### src/hdl/pwq_pkg.sv
`timescale 1ns / 1ps
// ----------------------------------------------------------------------------
// pwq_pkg: shared constants and types for the position weighted quantizer
// Register indexes, fixed-point widths and the cell word that moves along
// the divider chain.
// ----------------------------------------------------------------------------
package pwq_pkg;

	localparam int DIM_MAX_DEF     = 16;
	localparam int SAMPLE_BITS_DEF = 24;
	localparam int OUT_BITS        = 48;
	localparam int CFG_W           = 16;
	localparam int POS_W           = 4;
	localparam int SUM_W           = 25;
	localparam int STEP_W          = 41;
	localparam int QUO_W           = 48;
	localparam int STEP_ONE        = 65536;
	localparam int SUM_BASE        = 1024;

	localparam logic [2:0] REG_QP = 3'd0;
	localparam logic [2:0] REG_WX = 3'd1;
	localparam logic [2:0] REG_WY = 3'd2;
	localparam logic [2:0] REG_WU = 3'd3;
	localparam logic [2:0] REG_WV = 3'd4;

	localparam logic REQ_FWD = 1'b0;
	localparam logic REQ_INV = 1'b1;

	// word carried from cell to cell: one item in flight
	typedef struct packed {
		logic              vld;
		logic              inv;
		logic              neg;
		logic              sat;
		logic [STEP_W-1:0] step;
		logic [STEP_W:0]   rem;
		logic [QUO_W-1:0]  acc;
	} cell_t;

endpackage

### src/hdl/pwq_cell.sv
`timescale 1ns / 1ps
// ----------------------------------------------------------------------------
// pwq_cell: one restoring division step
// Shift the next dividend bit into the partial remainder, subtract the step
// where it fits, and hand the word on. Inverse words pass through untouched.
// ----------------------------------------------------------------------------
module pwq_cell (
	input  logic           clk,
	input  logic           arst_n,
	input  logic           en,
	input  pwq_pkg::cell_t din,
	output pwq_pkg::cell_t dout
);
	import pwq_pkg::*;

	logic [STEP_W+1:0] trial;
	logic [STEP_W:0]   rem_sh;
	logic              dbit;
	cell_t             nxt;

	// form the step on the top dividend bit of acc
	always_comb begin
		dbit   = din.acc[QUO_W-1];
		rem_sh = {din.rem[STEP_W-1:0], dbit};
		trial  = {1'b0, rem_sh} - {2'b0, din.step};
		nxt    = din;
		if (!din.inv) begin
			if (!trial[STEP_W+1]) begin
				nxt.rem = trial[STEP_W:0];
				nxt.acc = {din.acc[QUO_W-2:0], 1'b1};
			end else begin
				nxt.rem = rem_sh;
				nxt.acc = {din.acc[QUO_W-2:0], 1'b0};
			end
		end
	end

	// advance when the pipe moves
	always_ff @(posedge clk or negedge arst_n) begin
		if (!arst_n) begin
			dout <= '0;
		end else if (en) begin
			dout <= nxt;
		end
	end

endmodule

### config.mk
export PLATFORM = sky130hd
export DESIGN_NAME = pwq_cell
export DESIGN_NICKNAME = d
export VERILOG_FILES = /design/src/hdl/pwq_pkg.sv /design/src/hdl/pwq_cell.sv
export SDC_FILE = /design/constraint.sdc
export NUM_CORES = 1
export LEC_CHECK = 0
export BUFFER_PORTS_ARGS = -buffer_cell sky130_fd_sc_hd__buf_2
export CORE_AREA = 4 4 139 168
export DETAILED_ROUTE_END_ITERATION = 6
export DIE_AREA = 0 0 143 172
export GPL_ROUTABILITY_DRIVEN = 0
export GPL_TIMING_DRIVEN = 1
export HOLD_SLACK_MARGIN = 0.08
export PLACE_DENSITY = 0.64
export SYNTH_ARGS = -nofsm -noshare
export SYNTH_HDL_FRONTEND = slang
export SYNTH_SLANG_ARGS = --single-unit
### constraint.sdc
create_clock -name clk -period 0.8 [get_ports clk]
set_input_delay 0.04 -clock clk [delete_from_list [all_inputs] [get_ports clk]]
set_output_delay 0.04 -clock clk [all_outputs]
set_load 0.1 [all_outputs]
==> results.ini <==
[clock_tree]
htree_levels = 4
cts-root-buf = clkbuf_16
clock_path_buffers = 2
cts_tree = built
cts_sinks = 135
cts_buffers = 17
clkLatencyLatePin_ps = 420
cts_hold_buf = 125
cts.reportedPaths.clkPinSlew_ps = 70

[power]
power.leakage_nw = 8.224
p_per_area_nw_per_um2 = 2000
ir_drop_uv = 1646

[route]
wl_met3_um = 2673
drc = 0
wl_met1_um = 14420
wl_per_cell_um = 21.84
vias = 10450
dr.pass1.iters = 5
routed_wirelength_um = 41060
wl_met2_um = 21390
top_layer = met5
drtAntennaViolNets = 0
drtIter0Drc = 721
avgViaCountPerCell = 5.556

[floorplanning]
die_area_um2 = 24600
rows = 59
die_w_um = 143
pin_count = 273
coreArea_um2 = 21630
initial_core_util_pct = 39.47
chipHeight_um = 172

[yosys]
synth_area_leaders = dfrtp_1 40%, mux2i_1 6.2%, mux2_2 6.1%
synth_flop_cell = dfrtp_1
avgSynthCellArea_um2 = 9.130
syn_inst = 935
synth_seq_cells = 135
synth_fp_nets = 1115
synth_cell_types = 59
yosys_warnings = 0
synth_top_area_cell = dfrtp_1
synth_edf_count = 0
yosysMostFrequentCell = dfrtp_1
yosysTopAreaCellShare_pct = 39.57
synth_seq_area_share_pct = 39.57
synth_common_cells = 135 x dfrtp_1, 92 x a21oi_1, 84 x inv_1
ys_async_sr_fraction_pct = 100.0
syn_area_um2 = 8537

[sta]
min_period_over_period_pct = 296.8
worst_slew_pin_slew_ps = 378.2
setup_viol = 251
clock_skew_ps = 0
setup_tns_ps = -116020
finalMaxSlewViolations = 0
maxSlewHeadroom_pct = 74.79
hold_violations = 0
rsz0062_at_grt = yes
fmax_mhz = 421.2
fin_ws_ps = -1574
layout_min_cycle_time_ps = 2374

[global_route]
grt_max_degree = 51
antenna_found_initial = 4
track_usage_pct = 28.76
grt_pass1_wl_um = 56120
grt-ovfl-total = 0
grt_pass1_vias = 10800

[setup_path]
crit_cells = 15
regToRegSetupSlack_ps = -190
crit_end = dout[49]$_DFFE_PN0P_
crit_buf_inv = 5
worstReg2RegStart = dout[126]$_DFFE_PN0P_
worstReg2RegEnd = dout[126]$_DFFE_PN0P_
slowest_stage = a211o_4
cpPeakStageDelay_ps = 390
crit_start = din[92]
crit_family = compound AO/OA/AOI/OAI gates
rr_worst_depth = 2
crit_type = in -> reg
crit_fanout = 7
worstPathArrival_ps = 2700
critPathCaptureType = register
path_cells = buf_2 > inv_1 > ha_4 > nor2b_4 > o31a_1 > o311ai_4 > a21oi_2 > a41o_1 > a211o_4 > buf_4 > buf_8 > buf_6 > nand2_2 > o21ai_2 > o221ai_1
worstPathRequired_ps = 1130
cp-start-kind = input port

[finish]
largest_reg_flops = 135
syn_to_final_growth_pct = 108.5
nets = 1770
stdcell_count = 1880
fillCellCount = 1137
final_layout_size_suffix_gt1_share_pct = 56.21
stdcell_area_um2 = 17800
top_register = dout
reg_top3 = dout x135

[place]
pre_cts_slack_ps = -1982
dp.cells = 1683
place_hpwl_um = 24310
dpl_cell_area_um2 = 14580
io_buffer_count = 272

[hold_path]
hp-class = in -> async

[run_status]
violations = negative setup slack
status = complete, but fails checks

[run]
drv_cap = 0

-- metrics by stage --
step	utilization, %	hold slack [ps]	power, mW
after global routing	82.30	23.72	36.64
final	82.30	10.01	35.60
after detailed placement	67.43	-111.0	24.84
after floorplan	-	-255.6	17.81
after global placement	67.43	-114.1	24.61
after CTS	78.84	-6.205	34.23
-- placed cells by master, fill, tap and decap left out, drive strengths merged, types with 19 or more instances in the layout --
cell | Yosys | final
buf | 17 | 562
dfrtp | 135 | 135
dlygate4sd3 | 0 | 124
inv | 84 | 93
a21oi | 93 | 93
nor2 | 83 | 83
nand2 | 58 | 58
o21ai | 54 | 54
mux2i | 53 | 53
mux2 | 46 | 46
ha | 41 | 41
nand3 | 30 | 30
xnor2 | 24 | 24
o221ai | 21 | 21
a21o | 19 | 19
clkbuf | 36 | 19
-- where the power goes --
group / total (mW) / switching [mW] / internal (mW)
Clock: 8.34 / 3.86 / 4.49
Combinational: 18.3 / 10.7 / 7.63
Sequential: 8.93 / 0.931 / 8.00
-- routing by layer --
metal / vias to the layer above / global-route usage (%)
met2: 536 / 52.86
met3: 191 / 6.003
li1: 4641 / -
met1: 5076 / 31.55
met4: 2 / 13.27
met5: - / 0
-- worst min path at each step --
stage / start / endpoint / cells past startpoint
5_1_grt: arst_n / dout[105]$_DFFE_PN0P_ / 2
6_report: arst_n / dout[105]$_DFFE_PN0P_ / 2
3_5_place_dp: arst_n / dout[105]$_DFFE_PN0P_ / 1
2_1_floorplan: arst_n / dout[0]$_DFFE_PN0P_ / 0
3_3_place_gp: arst_n / dout[105]$_DFFE_PN0P_ / 1
4_1_cts: arst_n / dout[105]$_DFFE_PN0P_ / 2
-- cell families (layout without fill, tap and decap cells) --
kind of cell | after synthesis | in the layout | synth area share (%)
buf+inv | 137 | 805 | 6.493
xor+xnor | 36 | 36 | 3.693
flops | 135 | 135 | 39.57
fa+ha+maj | 42 | 42 | 6.244
other cells | 0 | 3 | 0
compound gates | 266 | 266 | 19.99
simple gates | 220 | 220 | 11.73
mux | 99 | 99 | 12.28
-- what timing repair did --
| action | in CTS | in global routing |
|---|---|---|
| pin swaps | 5 | 9 |
| gates resized for setup | 106 | 144 |
| setup buffers | 13 | 23 |
| setup endpoints to repair | 225 | 248 |
| hold endpoints to repair | 261 | 11 |
| cloned | 2 | 1 |
-- cell type report --
type	count	area, um2	share of cell area [%]
Timing Repair Buffer	689	7413	41.65
Multi-Input combinational cell	663	5336	29.98
Sequential cell	135	3770	21.18
Clock buffer	17	425.4	2.390
Tap cell	274	342.8	1.926
Inverter	84	327.8	1.842
Clock inverter	15	177.7	0.9981
Antenna cell	3	7.507	0.04217
Power figures use the tool's default switching activity.
