--- config.mk ---
export PLATFORM = sky130hd
export DESIGN_NAME = pwq_front
export DESIGN_NICKNAME = d
export VERILOG_FILES = /design/src/hdl/pwq_pkg.sv /design/src/hdl/pwq_front.sv
export SDC_FILE = /design/constraint.sdc
export NUM_CORES = 2
export LEC_CHECK = 0
export ABC_AREA = 1
export ABC_CLOCK_PERIOD_IN_PS = 15200
export BUFFER_PORTS_ARGS = -buffer_cell sky130_fd_sc_hd__buf_2
export CAP_MARGIN = 0
export CORE_UTILIZATION = 53
export DETAILED_ROUTE_END_ITERATION = 12
export GPL_TIMING_DRIVEN = 0
export MAX_ROUTING_LAYER = met4
export PLACE_DENSITY = 0.7
export REMOVE_ABC_BUFFERS = 1
export SYNTH_ARGS = -nofsm -noshare
export SYNTH_HDL_FRONTEND = slang
export SYNTH_SLANG_ARGS = --single-unit
--- constraint.sdc ---
create_clock -name clk -period 15.2 [get_ports clk]
set_input_delay 3.04 -clock clk [delete_from_list [all_inputs] [get_ports clk]]
set_output_delay 3.04 -clock clk [all_outputs]
set_load 0.1 [all_outputs]
--- src/hdl/pwq_pkg.sv ---
`timescale 1ns / 1ps
// ----------------------------------------------------------------------------
// pwq_pkg: shared constants and types for the position weighted quantizer
// Register indexes, fixed-point widths and the cell word that moves along
// the divider chain.
// ----------------------------------------------------------------------------
package pwq_pkg;

	localparam int DIM_MAX_DEF     = 16;
	localparam int SAMPLE_BITS_DEF = 24;
	localparam int OUT_BITS        = 48;
	localparam int CFG_W           = 16;
	localparam int POS_W           = 4;
	localparam int SUM_W           = 25;
	localparam int STEP_W          = 41;
	localparam int QUO_W           = 48;
	localparam int STEP_ONE        = 65536;
	localparam int SUM_BASE        = 1024;

	localparam logic [2:0] REG_QP = 3'd0;
	localparam logic [2:0] REG_WX = 3'd1;
	localparam logic [2:0] REG_WY = 3'd2;
	localparam logic [2:0] REG_WU = 3'd3;
	localparam logic [2:0] REG_WV = 3'd4;

	localparam logic REQ_FWD = 1'b0;
	localparam logic REQ_INV = 1'b1;

	// word carried from cell to cell: one item in flight
	typedef struct packed {
		logic              vld;
		logic              inv;
		logic              neg;
		logic              sat;
		logic [STEP_W-1:0] step;
		logic [STEP_W:0]   rem;
		logic [QUO_W-1:0]  acc;
	} cell_t;

endpackage

--- src/hdl/pwq_front.sv ---
`timescale 1ns / 1ps
// ----------------------------------------------------------------------------
// pwq_front: step generation and inverse product
// Three stages: weighted position sum, then qp times sum with clamp, then the
// inverse product split into two partial products before the cell chain.
// ----------------------------------------------------------------------------
module pwq_front #(
	parameter int DIM_MAX     = pwq_pkg::DIM_MAX_DEF,
	parameter int SAMPLE_BITS = pwq_pkg::SAMPLE_BITS_DEF
) (
	input  logic                          clk,
	input  logic                          arst_n,
	input  logic                          en,
	input  logic                          in_vld,
	input  logic                          req_type,
	input  logic signed [SAMPLE_BITS-1:0] sample_value,
	input  logic [pwq_pkg::POS_W-1:0]     pos_x,
	input  logic [pwq_pkg::POS_W-1:0]     pos_y,
	input  logic [pwq_pkg::POS_W-1:0]     pos_u,
	input  logic [pwq_pkg::POS_W-1:0]     pos_v,
	input  logic [pwq_pkg::CFG_W-1:0]     qp,
	input  logic [pwq_pkg::CFG_W-1:0]     wx,
	input  logic [pwq_pkg::CFG_W-1:0]     wy,
	input  logic [pwq_pkg::CFG_W-1:0]     wu,
	input  logic [pwq_pkg::CFG_W-1:0]     wv,
	output pwq_pkg::cell_t                dout
);
	import pwq_pkg::*;

	localparam logic [POS_W-1:0] PMAX = POS_W'(DIM_MAX - 1);

	function automatic logic [POS_W-1:0] clampp(input logic [POS_W-1:0] p);
		if (DIM_MAX < 16 && p > PMAX) return PMAX;
		return p;
	endfunction

	logic [POS_W-1:0]       cx, cy, cu, cv;
	logic [SAMPLE_BITS-1:0] raw, magn;
	logic                   negc;
	logic                   vld_s1, inv_s1, neg_s1, zero_s1;
	logic [SUM_W-1:0]       sum_s1;
	logic [SAMPLE_BITS-1:0] mag_s1;
	logic                   vld_s2, inv_s2, neg_s2;
	logic [STEP_W-1:0]      step_s2;
	logic [SAMPLE_BITS-1:0] mag_s2;
	logic [STEP_W-1:0]      prod;
	logic [63:0]            phi;
	logic [63:0]            plo;
	logic [63:0]            res;
	logic [63:0]            lim;
	cell_t                  w;

	// clamp positions, take the magnitude
	always_comb begin
		cx   = clampp(pos_x);
		cy   = clampp(pos_y);
		cu   = clampp(pos_u);
		cv   = clampp(pos_v);
		raw  = sample_value;
		negc = raw[SAMPLE_BITS-1];
		magn = negc ? (~raw + 1'b1) : raw;
	end

	always_ff @(posedge clk or negedge arst_n) begin
		if (!arst_n) begin
			vld_s1 <= 1'b0;
			vld_s2 <= 1'b0;
		end else if (en) begin
			vld_s1 <= in_vld;
			vld_s2 <= vld_s1;
		end
	end

	// stage 1: weighted sum of positions
	always_ff @(posedge clk) begin
		if (en) begin
			inv_s1  <= req_type;
			neg_s1  <= negc;
			zero_s1 <= (cx == '0) && (cy == '0) && (cu == '0) && (cv == '0);
			mag_s1  <= magn;
			sum_s1  <= SUM_W'(SUM_BASE) + SUM_W'(wx) * SUM_W'(cx)
				+ SUM_W'(wy) * SUM_W'(cy) + SUM_W'(wu) * SUM_W'(cu)
				+ SUM_W'(wv) * SUM_W'(cv);
		end
	end

	// stage 2: step = qp * sum, raised to at least 1.0; zero position gives 1.0
	always_comb prod = STEP_W'(qp) * STEP_W'(sum_s1);

	always_ff @(posedge clk) begin
		if (en) begin
			inv_s2  <= inv_s1;
			neg_s2  <= neg_s1;
			mag_s2  <= mag_s1;
			step_s2 <= (zero_s1 || prod < STEP_W'(STEP_ONE)) ? STEP_W'(STEP_ONE) : prod;
		end
	end

	// inverse product: mag*hi + (mag*lo >> 16), then saturate; forward words carry mag << 16
	always_comb begin
		phi = 64'(mag_s2) * 64'(step_s2[STEP_W-1:16]);
		plo = 64'(mag_s2) * 64'(step_s2[15:0]);
		res = phi + (plo >> 16);
		lim = neg_s2 ? (64'd1 << 47) : (64'd1 << 47) - 64'd1;
		w      = '0;
		w.vld  = vld_s2;
		w.inv  = inv_s2;
		w.neg  = neg_s2;
		w.step = step_s2;
		if (inv_s2) begin
			if (res > lim) begin
				w.acc = lim[47:0];
				w.sat = 1'b1;
			end else begin
				w.acc = res[47:0];
			end
		end else begin
			w.acc = QUO_W'(mag_s2) << 16;
		end
	end

	always_ff @(posedge clk or negedge arst_n) begin
		if (!arst_n) begin
			dout <= '0;
		end else if (en) begin
			dout <= w;
		end
	end

endmodule

==> results.cfg <==
[clock_network]
cts_buffers = 27
cts_max_level = 1
cts_tree = yes
clkLatencyLatePin_ps = 640
cts.path.max_buffers = 3
clock-root-buffer = clkbuf_16
clock_sinks = 212
clk_pin_slew_ps = 60

[global_routing]
antenna_found_initial = 3
grt_pass1_wl_um = 288000
grtUsageTotal = 0.311
grt_max_degree = 114
grt_overflow = 0
grt_pass1_vias = 54400

[worst_hold_path]
min_to = mag_s2[8]
min_path_cells = 0
hold_path.startpoint = mag_s1[8]
hold_class = register to register

[layout]
drive_gt1_frac = 0.0464
final_cell_mix = inv_1 (2241), nand2_1 (2149), fa_1 (1341), ha_1 (528), nor2_1 (323)
final_common_cell = inv_1
final_util = 0.574
fin_cells = 9601
final_net_count = 9969
fillers = 10900
synthToLayoutAreaGrowth_pct = 6.94

[worst_setup_path]
critPathRequiredTime_ps = 15690
start_kind = register
r2r-start = mag_s2[9]
rrSetupSlack_ps = 840
crit_top_cell = nand2_1
arrival_ps = 14850
r2r_cells = 56
max_stage_delay_ps = 690
r2r_end = dout[41]
critPathKind = register to register
end_kind = register
crit_fanout = 26
slowest_stage = edfxtp_1

[placed_design]
place_hpwl_um = 148000
routabilityCongestion = 0.978
io_buffers = 217
place_inst = 9516
dpl_worst_slack_ps = -260

[outcome]
status = complete, but fails checks
violations = max-capacitance violations, max-slew violations

[timing]
setup_violations = 0
fin_crit_ps = 14360
finClkSkew_ps = 66.3
finalWorstSetupSlack_ps = 837
tightestPinTransition_ps = 1550
report.final.slew_viol_count = 61
rsz0062_at_grt = false
max_freq_ghz = 0.0696
hold_violations = 0
setup_tns_ps = 0
fin_crit_sh = 0.945
relSlewSlack = -0.0326

[floorplan]
core-area_sq_um = 119000
die_h_um = 349
row_count = 126
fp.dieW_um = 349
boundaryPins = 260
start_util = 0.537
die_area_sq_um = 122000

[routing]
highest_layer = met4
drc_errors = 0
drtPass1Iterations = 6
met2_length_um = 86700
vias = 50300
post_drt_wl_per_cell_um = 18.7
wl_um = 179000
drt_iter0_markers = 3748
wl_met1_um = 70900
met3WireLength_um = 15600
vias_per_cell = 5.24
final_antenna_net_count = 0

[logic_synthesis]
syn_inst = 8035
avgSynthCellArea_sq_um = 7.93
ys_seq_area_frac = 0.0924
yosys_warnings = 0
async_flop_share = 0.448
synth-main-ff-cell = edfxtp_1
ys_seq_elements = 212
synth-edff-count = 117
syn-cell-area_sq_um = 63700
ys_types = 51

[job]
maxCapViolCount = 2
metrics by stage:
step	hold slack (ps)	area (sq um)
2_1_floorplan	400	62100
3_3_place_gp	402	65200
3_5_place_dp	405	66600
4_1_cts	419	67600
5_1_grt	423	68100
6_report	416	68200
critical path: cells and delay by family (launching register included):
family / cells / cell delay [ps]
buffers and inverters: 10 / 920
AND/OR/NAND/NOR: 24 / 3910
XOR/XNOR: 2 / 1200
flip-flops: 1 / 690
adder cells (fa/ha/maj): 13 / 5970
AO/OA/AOI/OAI: 7 / 1480
flip-flops by register name, summed over array words and instances (netlist names):
signal and cells:
dout 93, vld_s2 1, neg_s1 1, sum_s1 23
mag_s1 24, zero_s1 1, inv_s2 1, mag_s2 24
inv_s1 1, vld_s1 1, neg_s2 1, step_s2 41
layer usage:
layer | up-vias | global-route usage
met5 | - | -
met4 | 0 | 0.103
met3 | 351 | 0.0453
li1 | 22800 | -
met2 | 2031 | 0.512
met1 | 25100 | 0.394
cells in the mapped netlist, drive strengths merged (15+ instances only):
cell type / instances / area share
o21bai: 15 / 0.0018
ha: 528 / 0.10
buf: 57 / 0.0064
a21o: 17 / 0.0020
o21ai: 144 / 0.011
fa: 1341 / 0.42
a21oi: 225 / 0.018
clkbuf: 375 / 0.022
dfrtp: 95 / 0.037
a31oi: 27 / 0.0027
nand2: 2156 / 0.13
nor2: 325 / 0.019
nand3: 127 / 0.010
edfxtp: 117 / 0.055
nand4: 23 / 0.0023
xnor2: 50 / 0.0069
inv: 2242 / 0.13
nor3: 25 / 0.0020
xor2: 86 / 0.012
logic make-up (layout without fill, tap and decap cells):
group | count (synthesis) | count (layout) | synth area share
simple gates | 2679 | 2679 | 0.163
buf+inv | 2675 | 2594 | 0.161
fa+ha+maj | 1869 | 1869 | 0.525
compound gates | 463 | 463 | 0.0401
flops | 212 | 212 | 0.0924
xor+xnor | 136 | 136 | 0.0187
other cells | 1 | 48 | 0.0000588
worst max path at each step:
stage / cells past startpoint / endpoint / from / slack, ps
detailed placement: 55 / dout[41] / step_s2[4] / -260
CTS: 57 / dout[41] / mag_s2[7] / 360
global placement: 57 / dout[41] / mag_s2[10] / -1170
floorplan: 57 / dout[41] / mag_s2[11] / 3330
finish: 56 / dout[41] / mag_s2[9] / 840
global route: 57 / dout[41] / step_s2[13] / 7
what timing repair did:
item                       in CTS  in global routing
buffers inserted                4                 19
setup endpoints to repair      23                 38
hold buffers                    0                  0
resized for setup               2                  4
cell type report:
type / count / area, sq um / area share
Antenna cell: 6 / 15.0 / 0.000220
Inverter: 2243 / 8420 / 0.124
Timing Repair Buffer: 302 / 3100 / 0.0454
Clock inverter: 21 / 245 / 0.00360
Sequential cell: 212 / 5890 / 0.0864
Clock buffer: 28 / 689 / 0.0101
Tap cell: 1600 / 2000 / 0.0294
Multi-Input combinational cell: 5189 / 47800 / 0.701
Power is not shown: default switching activity piles up to over one toggle a cycle in this logic, so the estimate is an artifact.
